## src/rtl/mfp_pkg.sv

```systemverilog
// Shared types and constants for the message frame parser.
// No dependencies; imported by every module of the block.
package mfp_pkg;

	localparam logic [7:0] MAGIC_A = 8'hAA;
	localparam logic [7:0] MAGIC_B = 8'h55;
	localparam logic [2:0] HDR_LEN = 3'd7;

	localparam logic [2:0] IDX_MAGIC_A = 3'd0;
	localparam logic [2:0] IDX_MAGIC_B = 3'd1;
	localparam logic [2:0] IDX_TYPE    = 3'd2;
	localparam logic [2:0] IDX_LEN_LO  = 3'd3;
	localparam logic [2:0] IDX_LEN_HI  = 3'd4;
	localparam logic [2:0] IDX_REQ_LO  = 3'd5;

	localparam logic [1:0] KIND_HEADER  = 2'd0;
	localparam logic [1:0] KIND_PAYLOAD = 2'd1;
	localparam logic [1:0] KIND_END     = 2'd2;

	localparam logic [1:0] ST_OK        = 2'd0;
	localparam logic [1:0] ST_SHORT     = 2'd1;
	localparam logic [1:0] ST_BAD_MAGIC = 2'd2;
	localparam logic [1:0] ST_MISMATCH  = 2'd3;

	localparam int OUT_TDATA_W = 56;

	typedef struct packed {
		logic [1:0]  kind;
		logic [7:0]  msg_type;
		logic [15:0] request_id;
		logic [15:0] payload_length;
		logic [7:0]  data_byte;
		logic [1:0]  status;
		logic        last;
	} result_t;

endpackage

```

## src/rtl/message_frame_parser_unit.sv

```systemverilog
// Top level of the message frame parser: input register, parser, result queue.
// Depends on mfp_pkg, mfp_parse and mfp_out_buf.
//
// Usage:
//   Input stream carries one buffer byte per item in s_axis_tdata[7:0];
//   s_axis_tlast marks the final byte of the buffer.
//   Output stream carries results: m_axis_tuser gives the kind (header, payload
//   byte, end status), m_axis_tlast is set on the end status of a buffer.
//   The consumer drops payload bytes of a buffer whose end status is not ok.
// Path: an accepted byte is held in the input register, and its results are
//   written to the result queue, which drives the output.
// Throughput: one byte per cycle unless the receiver stalls; the two-entry
//   result queue sets it; a byte with header and end status needs both slots.
// Bytes of a bad-magic buffer after the header yield no result other than
//   the end status on the final byte.
// Reset clears the parse state and empties the queue; the block then
//   expects the first byte of a new buffer.
// When the receiver stalls, results hold in the queue and the input
//   register, and s_axis_tready drops once neither can take more.
module message_frame_parser_unit import mfp_pkg::*; (
	input  logic                   clk,
	input  logic                   arst_n,
	input  logic                   s_axis_tvalid,
	output logic                   s_axis_tready,
	input  logic [7:0]             s_axis_tdata,   // [7:0] rx_byte
	input  logic                   s_axis_tlast,   // end_of_buffer
	output logic                   m_axis_tvalid,
	input  logic                   m_axis_tready,
	// [7:0] msg_type, [23:8] request_id, [39:24] payload_length,
	// [47:40] data_byte, [49:48] status, [55:50] zero
	output logic [OUT_TDATA_W-1:0] m_axis_tdata,
	output logic [1:0]             m_axis_tuser,   // [1:0] kind
	output logic                   m_axis_tlast    // last
);

	logic       valid_s1;
	logic [7:0] byte_s1;
	logic       eob_s1;
	logic       go;
	result_t    res0;
	result_t    res1;
	result_t    out_res;
	logic [1:0] res_count;
	logic [1:0] space;
	logic [1:0] push_count;

	assign go            = valid_s1 && (res_count <= space);
	assign s_axis_tready = !valid_s1 || go;
	assign push_count    = go ? res_count : 2'd0;

	always_ff @(posedge clk or negedge arst_n) begin
		if (!arst_n) begin
			valid_s1 <= 1'b0;
		end else if (s_axis_tready) begin
			valid_s1 <= s_axis_tvalid;
		end
	end

	always_ff @(posedge clk) begin
		if (s_axis_tvalid && s_axis_tready) begin
			byte_s1 <= s_axis_tdata;
			eob_s1  <= s_axis_tlast;
		end
	end

	mfp_parse u_parse (
		.clk           (clk),
		.arst_n        (arst_n),
		.advance       (go),
		.rx_byte       (byte_s1),
		.end_of_buffer (eob_s1),
		.res0          (res0),
		.res1          (res1),
		.res_count     (res_count)
	);

	mfp_out_buf u_out_buf (
		.clk        (clk),
		.arst_n     (arst_n),
		.push_count (push_count),
		.push0      (res0),
		.push1      (res1),
		.space      (space),
		.out_valid  (m_axis_tvalid),
		.out_ready  (m_axis_tready),
		.out_res    (out_res)
	);

	assign m_axis_tdata = {6'd0, out_res.status, out_res.data_byte, out_res.payload_length,
		out_res.request_id, out_res.msg_type};
	assign m_axis_tuser = out_res.kind;
	assign m_axis_tlast = out_res.last;

endmodule

```

## src/rtl/mfp_parse.sv

```systemverilog
// Header/payload parse state and per-item result decode.
// Depends on mfp_pkg for constants and result_t.
module mfp_parse import mfp_pkg::*; (
	input  logic       clk,
	input  logic       arst_n,
	input  logic       advance,
	input  logic [7:0] rx_byte,
	input  logic       end_of_buffer,
	output result_t    res0,
	output result_t    res1,
	output logic [1:0] res_count
);

	logic [2:0]  hi_q, hi_d;
	logic [15:0] pc_q, pc_d;
	logic [7:0]  type_q, type_d;
	logic [15:0] len_q, len_d;
	logic [15:0] req_q, req_d;
	logic        mb_q, mb_d;
	logic        ov_q, ov_d;
	logic        has_first;
	result_t     first_r;
	result_t     end_r;

	always_comb begin
		hi_d      = hi_q;
		pc_d      = pc_q;
		type_d    = type_q;
		len_d     = len_q;
		req_d     = req_q;
		mb_d      = mb_q;
		ov_d      = ov_q;
		has_first = 1'b0;
		first_r   = '0;
		end_r     = '0;
		if (hi_q != HDR_LEN) begin
			case (hi_q)
				IDX_MAGIC_A: if (rx_byte != MAGIC_A) mb_d = 1'b1;
				IDX_MAGIC_B: if (rx_byte != MAGIC_B) mb_d = 1'b1;
				IDX_TYPE:    type_d = rx_byte;
				IDX_LEN_LO:  len_d = {len_q[15:8], rx_byte};
				IDX_LEN_HI:  len_d = {rx_byte, len_q[7:0]};
				IDX_REQ_LO:  req_d = {req_q[15:8], rx_byte};
				default:     req_d = {rx_byte, req_q[7:0]};
			endcase
			hi_d = hi_q + 3'd1;
			if (hi_d == HDR_LEN && !mb_d) begin
				has_first              = 1'b1;
				first_r.kind           = KIND_HEADER;
				first_r.msg_type       = type_d;
				first_r.request_id     = req_d;
				first_r.payload_length = len_d;
			end
		end else if (!mb_q) begin
			if (pc_q == 16'hFFFF) begin
				ov_d = 1'b1;
			end else begin
				pc_d = pc_q + 16'd1;
			end
			has_first         = 1'b1;
			first_r.kind      = KIND_PAYLOAD;
			first_r.data_byte = rx_byte;
		end
		if (end_of_buffer) begin
			end_r.kind = KIND_END;
			end_r.last = 1'b1;
			if (hi_d != HDR_LEN) begin
				end_r.status = ST_SHORT;
			end else if (mb_d) begin
				end_r.status = ST_BAD_MAGIC;
			end else if (ov_d || pc_d != len_d) begin
				end_r.status = ST_MISMATCH;
			end else begin
				end_r.status = ST_OK;
			end
			hi_d   = '0;
			pc_d   = '0;
			type_d = '0;
			len_d  = '0;
			req_d  = '0;
			mb_d   = 1'b0;
			ov_d   = 1'b0;
		end
	end

	assign res0      = has_first ? first_r : end_r;
	assign res1      = end_r;
	assign res_count = {1'b0, has_first} + {1'b0, end_of_buffer};

	always_ff @(posedge clk or negedge arst_n) begin
		if (!arst_n) begin
			hi_q   <= '0;
			pc_q   <= '0;
			type_q <= '0;
			len_q  <= '0;
			req_q  <= '0;
			mb_q   <= 1'b0;
			ov_q   <= 1'b0;
		end else if (advance) begin
			hi_q   <= hi_d;
			pc_q   <= pc_d;
			type_q <= type_d;
			len_q  <= len_d;
			req_q  <= req_d;
			mb_q   <= mb_d;
			ov_q   <= ov_d;
		end
	end

endmodule

```

## src/rtl/mfp_out_buf.sv

```systemverilog
// Two-entry result queue that takes up to two results per cycle.
// Depends on mfp_pkg for result_t.
module mfp_out_buf import mfp_pkg::*; (
	input  logic       clk,
	input  logic       arst_n,
	input  logic [1:0] push_count,
	input  result_t    push0,
	input  result_t    push1,
	output logic [1:0] space,
	output logic       out_valid,
	input  logic       out_ready,
	output result_t    out_res
);

	result_t    buf_q [2];
	logic       wr_q;
	logic       rd_q;
	logic [1:0] cnt_q;
	logic       pop;

	assign out_valid = (cnt_q != 2'd0);
	assign pop       = out_valid && out_ready;
	assign space     = (2'd2 - cnt_q) + {1'b0, pop};
	assign out_res   = buf_q[rd_q];

	always_ff @(posedge clk) begin
		if (push_count != 2'd0) begin
			buf_q[wr_q] <= push0;
		end
		if (push_count == 2'd2) begin
			buf_q[~wr_q] <= push1;
		end
	end

	always_ff @(posedge clk or negedge arst_n) begin
		if (!arst_n) begin
			wr_q  <= 1'b0;
			rd_q  <= 1'b0;
			cnt_q <= '0;
		end else begin
			wr_q  <= wr_q ^ push_count[0];
			rd_q  <= rd_q ^ pop;
			cnt_q <= cnt_q + push_count - {1'b0, pop};
		end
	end

endmodule

```

## config.mk

```make
export PLATFORM = sky130hd
export DESIGN_NAME = message_frame_parser_unit
export DESIGN_NICKNAME = d
export VERILOG_FILES = /design/src/rtl/mfp_pkg.sv /design/src/rtl/message_frame_parser_unit.sv /design/src/rtl/mfp_parse.sv /design/src/rtl/mfp_out_buf.sv
export SDC_FILE = /design/constraint.sdc
export NUM_CORES = 1
export LEC_CHECK = 0
export ABC_AREA = 1
export ABC_CLOCK_PERIOD_IN_PS = 6400
export BUFFER_PORTS_ARGS = -buffer_cell sky130_fd_sc_hd__buf_2
export CELL_PAD_IN_SITES_DETAIL_PLACEMENT = 0
export CELL_PAD_IN_SITES_GLOBAL_PLACEMENT = 1
export CORE_ASPECT_RATIO = 1.1
export CORE_MARGIN = 10
export CORE_UTILIZATION = 47
export CTS_BUF_LIST = sky130_fd_sc_hd__clkbuf_4 sky130_fd_sc_hd__clkbuf_8 sky130_fd_sc_hd__clkbuf_16
export DETAILED_ROUTE_END_ITERATION = 8
export PLACE_DENSITY_LB_ADDON = 0.2
export SLEW_MARGIN = 20
export SYNTH_ARGS = -nofsm -noshare
export SYNTH_HDL_FRONTEND = slang
export SYNTH_SLANG_ARGS = --single-unit
```

## constraint.sdc

```tcl
create_clock -name clk -period 6.4 [get_ports clk]
set_input_delay 0.32 -clock clk [delete_from_list [all_inputs] [get_ports clk]]
set_output_delay 0.32 -clock clk [all_outputs]
set_load 0.01 [all_outputs]
```

==> metrics.md <==
| Metric | Value |
|---|---|
| Worst-margin pin slew | 1.04 ns |
| Total GRT Usage | a little over 20% |
| Vias in the first global route | just under 8,000 |
| Fillers | 1,955 |
| Slowest-stage cell, CP | buf_4 |
| WL final | roughly 26,000 microns |
| Setup_tns | 0 ns |
| Aggregate global routing overflow | 0 |
| Iteration count of the initial detailed-routing pass | 5 |
| Crit path DAT | approximately 5 ns |
| Cts hold-fix bufs | 0 |
| CP peak stage delay | 0.58 ns |
| Post-Syn Area | 9130 sq um |
| Rel. slew slack | between 30% and 40% |
| Cell Count Post-Placement | 1,531 |
| Mean Syn Cell Area | 7.15 sq um |
| Launching point of the worst reg2reg path | u_parse.hi_q[0] |
| Ant diodes | 0 |
| Number of placement rows | 53 |
| Final ANT Viol Nets | 0 |
| CP bufs+invs | 3 |
| Die H | 166 microns |
| Nets | ~1,300 |
| Adder-cell share of the synthesized area | 2.19% |
| #FFs+latches synth | around 180 |
| Main flop type after synthesis | dfxtp_1 |
| Layout area overhead | 10.9% |
| Cell variety after synth | 40 |
| Max Cap Viol | 0 |
| Kind of critical path | register to register |
| Hold_sp | s_axis_tdata[1] |
| CTS resizes | 0 |
| Clock Skews | 0.00936 ns |
| Period utilization | approximately three quarters |
| Final worst slack | 1.71 ns |
| CP Launch Point | u_parse.hi_q[0] |
| Max IR drop VDD | 0.319 mV |
| Pleak | 4.70 nW |
| Yosys warns | 0 |
| Clk_lat worst skew | 0.44 ns |
| CP cell instances | ha_1 -> ha_1 -> buf_4 -> nand2_2 -> nand2_1 -> ha_1 -> inv_1 -> ha_1 -> nand2_1 -> o21ai_1 -> nand2_2 -> nor2_2 -> nor2_1 -> nor2_4 -> buf_4 -> o21ai_0 -> a21oi_1 |
| Htree depth | 4 |
| Crit path capture type | register |
| Final Slew Violations | 0 |
| Initial antenna violation count | 0 |
| Most frequent cells in the layout | 386 x nand2_1, 166 x o21ai_0, 117 x inv_1, 98 x dfxtp_1, 92 x a21oi_1 |
| Setup bufs post-CTS | 0 |
| IO Pins | 74 |
| Async set-reset flop share out of synthesis | 36.9% |
| Clock sink count | between 150 and 200 |
| DR WL/cell | 16.5 microns |
| Max Fclk | 0.213 GHz |
| PwrDens | 513 nW/um^2 |
| Fin. Hold Viols | 0 |
| First-pass GRT wire length | 42,400 microns |
| Drt drc | 0 |
| Crit-path leading delay family | simple AND/OR/NAND/NOR gates |
| Register area | 4070 sq um |
| Vias after detailed routing | 8,283 |
| Finished Core Util | 53.0% |
| CP most frequent cell | ha_1 |
| Gate Count Post-Synth | 1,278 |
| Synth Area in Simple Gates | 26.0% |
| Die ar. | 25,400 sq um |
| Leading cell type in the layout, fill and taps excluded | nand2_1 |
| IO buf count | 67 |
| Final setup viols | 0 |
| Max FO, Critical Path | 63 |
| Post-synth EDFFs | 15 |
| CTS Buffer Depth | 2 |
| CTS Buf Count | 17 |
| Vias per cell | 5.30 |
| Hpwl dp | 17,800 microns |
| Min cycle time layout | 4.69 ns |
| CORE AREA | 19,100 sq um |
| Hold Crit Class | input pin to register |
| Root Buffer | clkbuf_16 |
| Layout cells sized above 1 | 10.9% |
| GPL Wtd Cong | approximately 0.85 |
| Mux cell area share after synthesis | 0% |
| Status | complete, no violations |
| Main combinational cell family by area after synthesis | simple AND/OR/NAND/NOR gates |
| Seq/Total Area, Yosys | 44.5% |
| Final Non-Filler Cells | 1,563 |
| Synth Area in XOR/XNOR | 0.671% |
| Detailed router's first-iteration violation count | 633 |
| Area of the multi-input gates | between 4000 and 5000 sq um |
| Complex-gate fraction of the synthesized area | 17.6% |
| RSZ-0062 raised after global routing | no |
| Pin count of the biggest net entering global routing | 83 |
| Startpoint types | register |
| CTS clk-pin slew, worst paths | 0.07 ns |
| CTS tree | done |
| Die X | 153 microns |
| Final hold slack | 0.0570 ns |
| Pre-CTS setup slack | 1.72 ns |
| Critical Path RT | a little under 7 ns |
| Starting Density | approximately 48% |
==> layout make-up <==
class                           count  share of cell area, %
Clock inverter                     15                   1.54
Tap cell                          247                   3.05
Sequential cell                   179                   40.1
Inverter                          125                   4.63
Multi-Input combinational cell    903                   42.4
Clock buffer                       17                   4.20
Timing Repair Buffer               77                   4.05
==> final timing paths <==
check                                    endpoint  slack, ns  cells after the start
min in group asynchronous         u_parse.pc_q[2]       0.11                      2
max reg2reg                u_out_buf.buf_q[1][22]       1.71                     17
max                        u_out_buf.buf_q[1][22]       1.71                     17
min reg2reg                u_out_buf.buf_q[0][10]       0.45                      2
max in group asynchronous          u_out_buf.rd_q       5.66                      2
min                                    byte_s1[1]       0.06                      1
==> registers in the layout, indices dropped and copies added (netlist names), 2 cells and up <==
register         count
byte_s1              8
u_out_buf.buf_q    104
u_out_buf.cnt_q      2
u_parse.hi_q         3
u_parse.len_q       16
u_parse.pc_q        16
u_parse.req_q       16
u_parse.type_q       8
==> worst register-to-register path, delay by kind of cell, from the launching register on <==
family | cells | cell delay, ns
AND/OR/NAND/NOR | 7 | 1.71
adder cells (fa/ha/maj) | 4 | 1.16
buffers and inverters | 3 | 0.88
flip-flops | 1 | 0.44
AO/OA/AOI/OAI | 3 | 0.43
==> logic make-up (layout without fill, tap and decap cells) <==
| kind of cell | Yosys count | after routing |
|---|---|---|
| AOI/OAI and AO/OA | 307 | 307 |
| xor gates and xnor gates | 7 | 7 |
| adders and majority gates | 16 | 16 |
| buffers and inverters | 201 | 234 |
| DFF | 179 | 179 |
| other | 1 | 6 |
| and+or+nand+nor | 567 | 567 |
==> per-layer routing <==
layer	wire length [microns]	GRT usage (%)	vias to the layer above
met4	413	5.89	0
li1	-	-	4216
met5	0	0	-
met1	11500	25.4	3892
met3	815	2.69	24
met2	13200	35.3	151
==> metrics by stage <==
step	instance area (sq um)	total power, W
after floorplan	9150	0.00342
after global placement	9550	0.00414
after detailed placement	9550	0.00418
after CTS	10100	0.00524
after global routing	10100	0.00564
final	10100	0.00520
==> synth_stat cells, types with 2 or more instances <==
| library cell | count | area [sq um] |
|---|---|---|
| inv_1 | 117 | 439 |
| buf_6 | 2 | 22.5 |
| o21ai_1 | 6 | 30.0 |
| nand2_1 | 386 | 1450 |
| buf_2 | 4 | 20.0 |
| ha_1 | 16 | 200 |
| edfxtp_1 | 15 | 450 |
| o21ai_0 | 166 | 831 |
| nor3_1 | 3 | 15.0 |
| a211oi_1 | 5 | 37.5 |
| nand3_2 | 5 | 50.1 |
| nand2_2 | 5 | 31.3 |
| xnor2_1 | 3 | 26.3 |
| dfrtp_1 | 66 | 1650 |
| dfxtp_1 | 98 | 1960 |
| clkinv_1 | 2 | 7.51 |
| a22o_1 | 2 | 17.5 |
| nor4_1 | 2 | 12.5 |
| nand3_1 | 80 | 400 |
| clkbuf_1 | 56 | 210 |
| inv_2 | 6 | 22.5 |
| a21oi_1 | 93 | 465 |
| nand4_1 | 9 | 56.3 |
| buf_1 | 2 | 7.51 |
| o22ai_1 | 28 | 175 |
| buf_4 | 12 | 90.1 |
| xor2_1 | 4 | 35.0 |
| nor2_1 | 61 | 229 |
| o211ai_1 | 4 | 30.0 |
| nor2_2 | 10 | 62.6 |
==> power breakdown <==
| part | internal (W) | leakage, nW | total, W | switching [W] |
|---|---|---|---|---|
| logic | 0.000760 | 2.55 | 0.00230 | 0.00154 |
| registers | 0.00160 | 1.87 | 0.00184 | 0.000236 |
| clock network | 0.000554 | 0.278 | 0.00106 | 0.000503 |
Note: power is estimated with default switching activity, not from simulation.
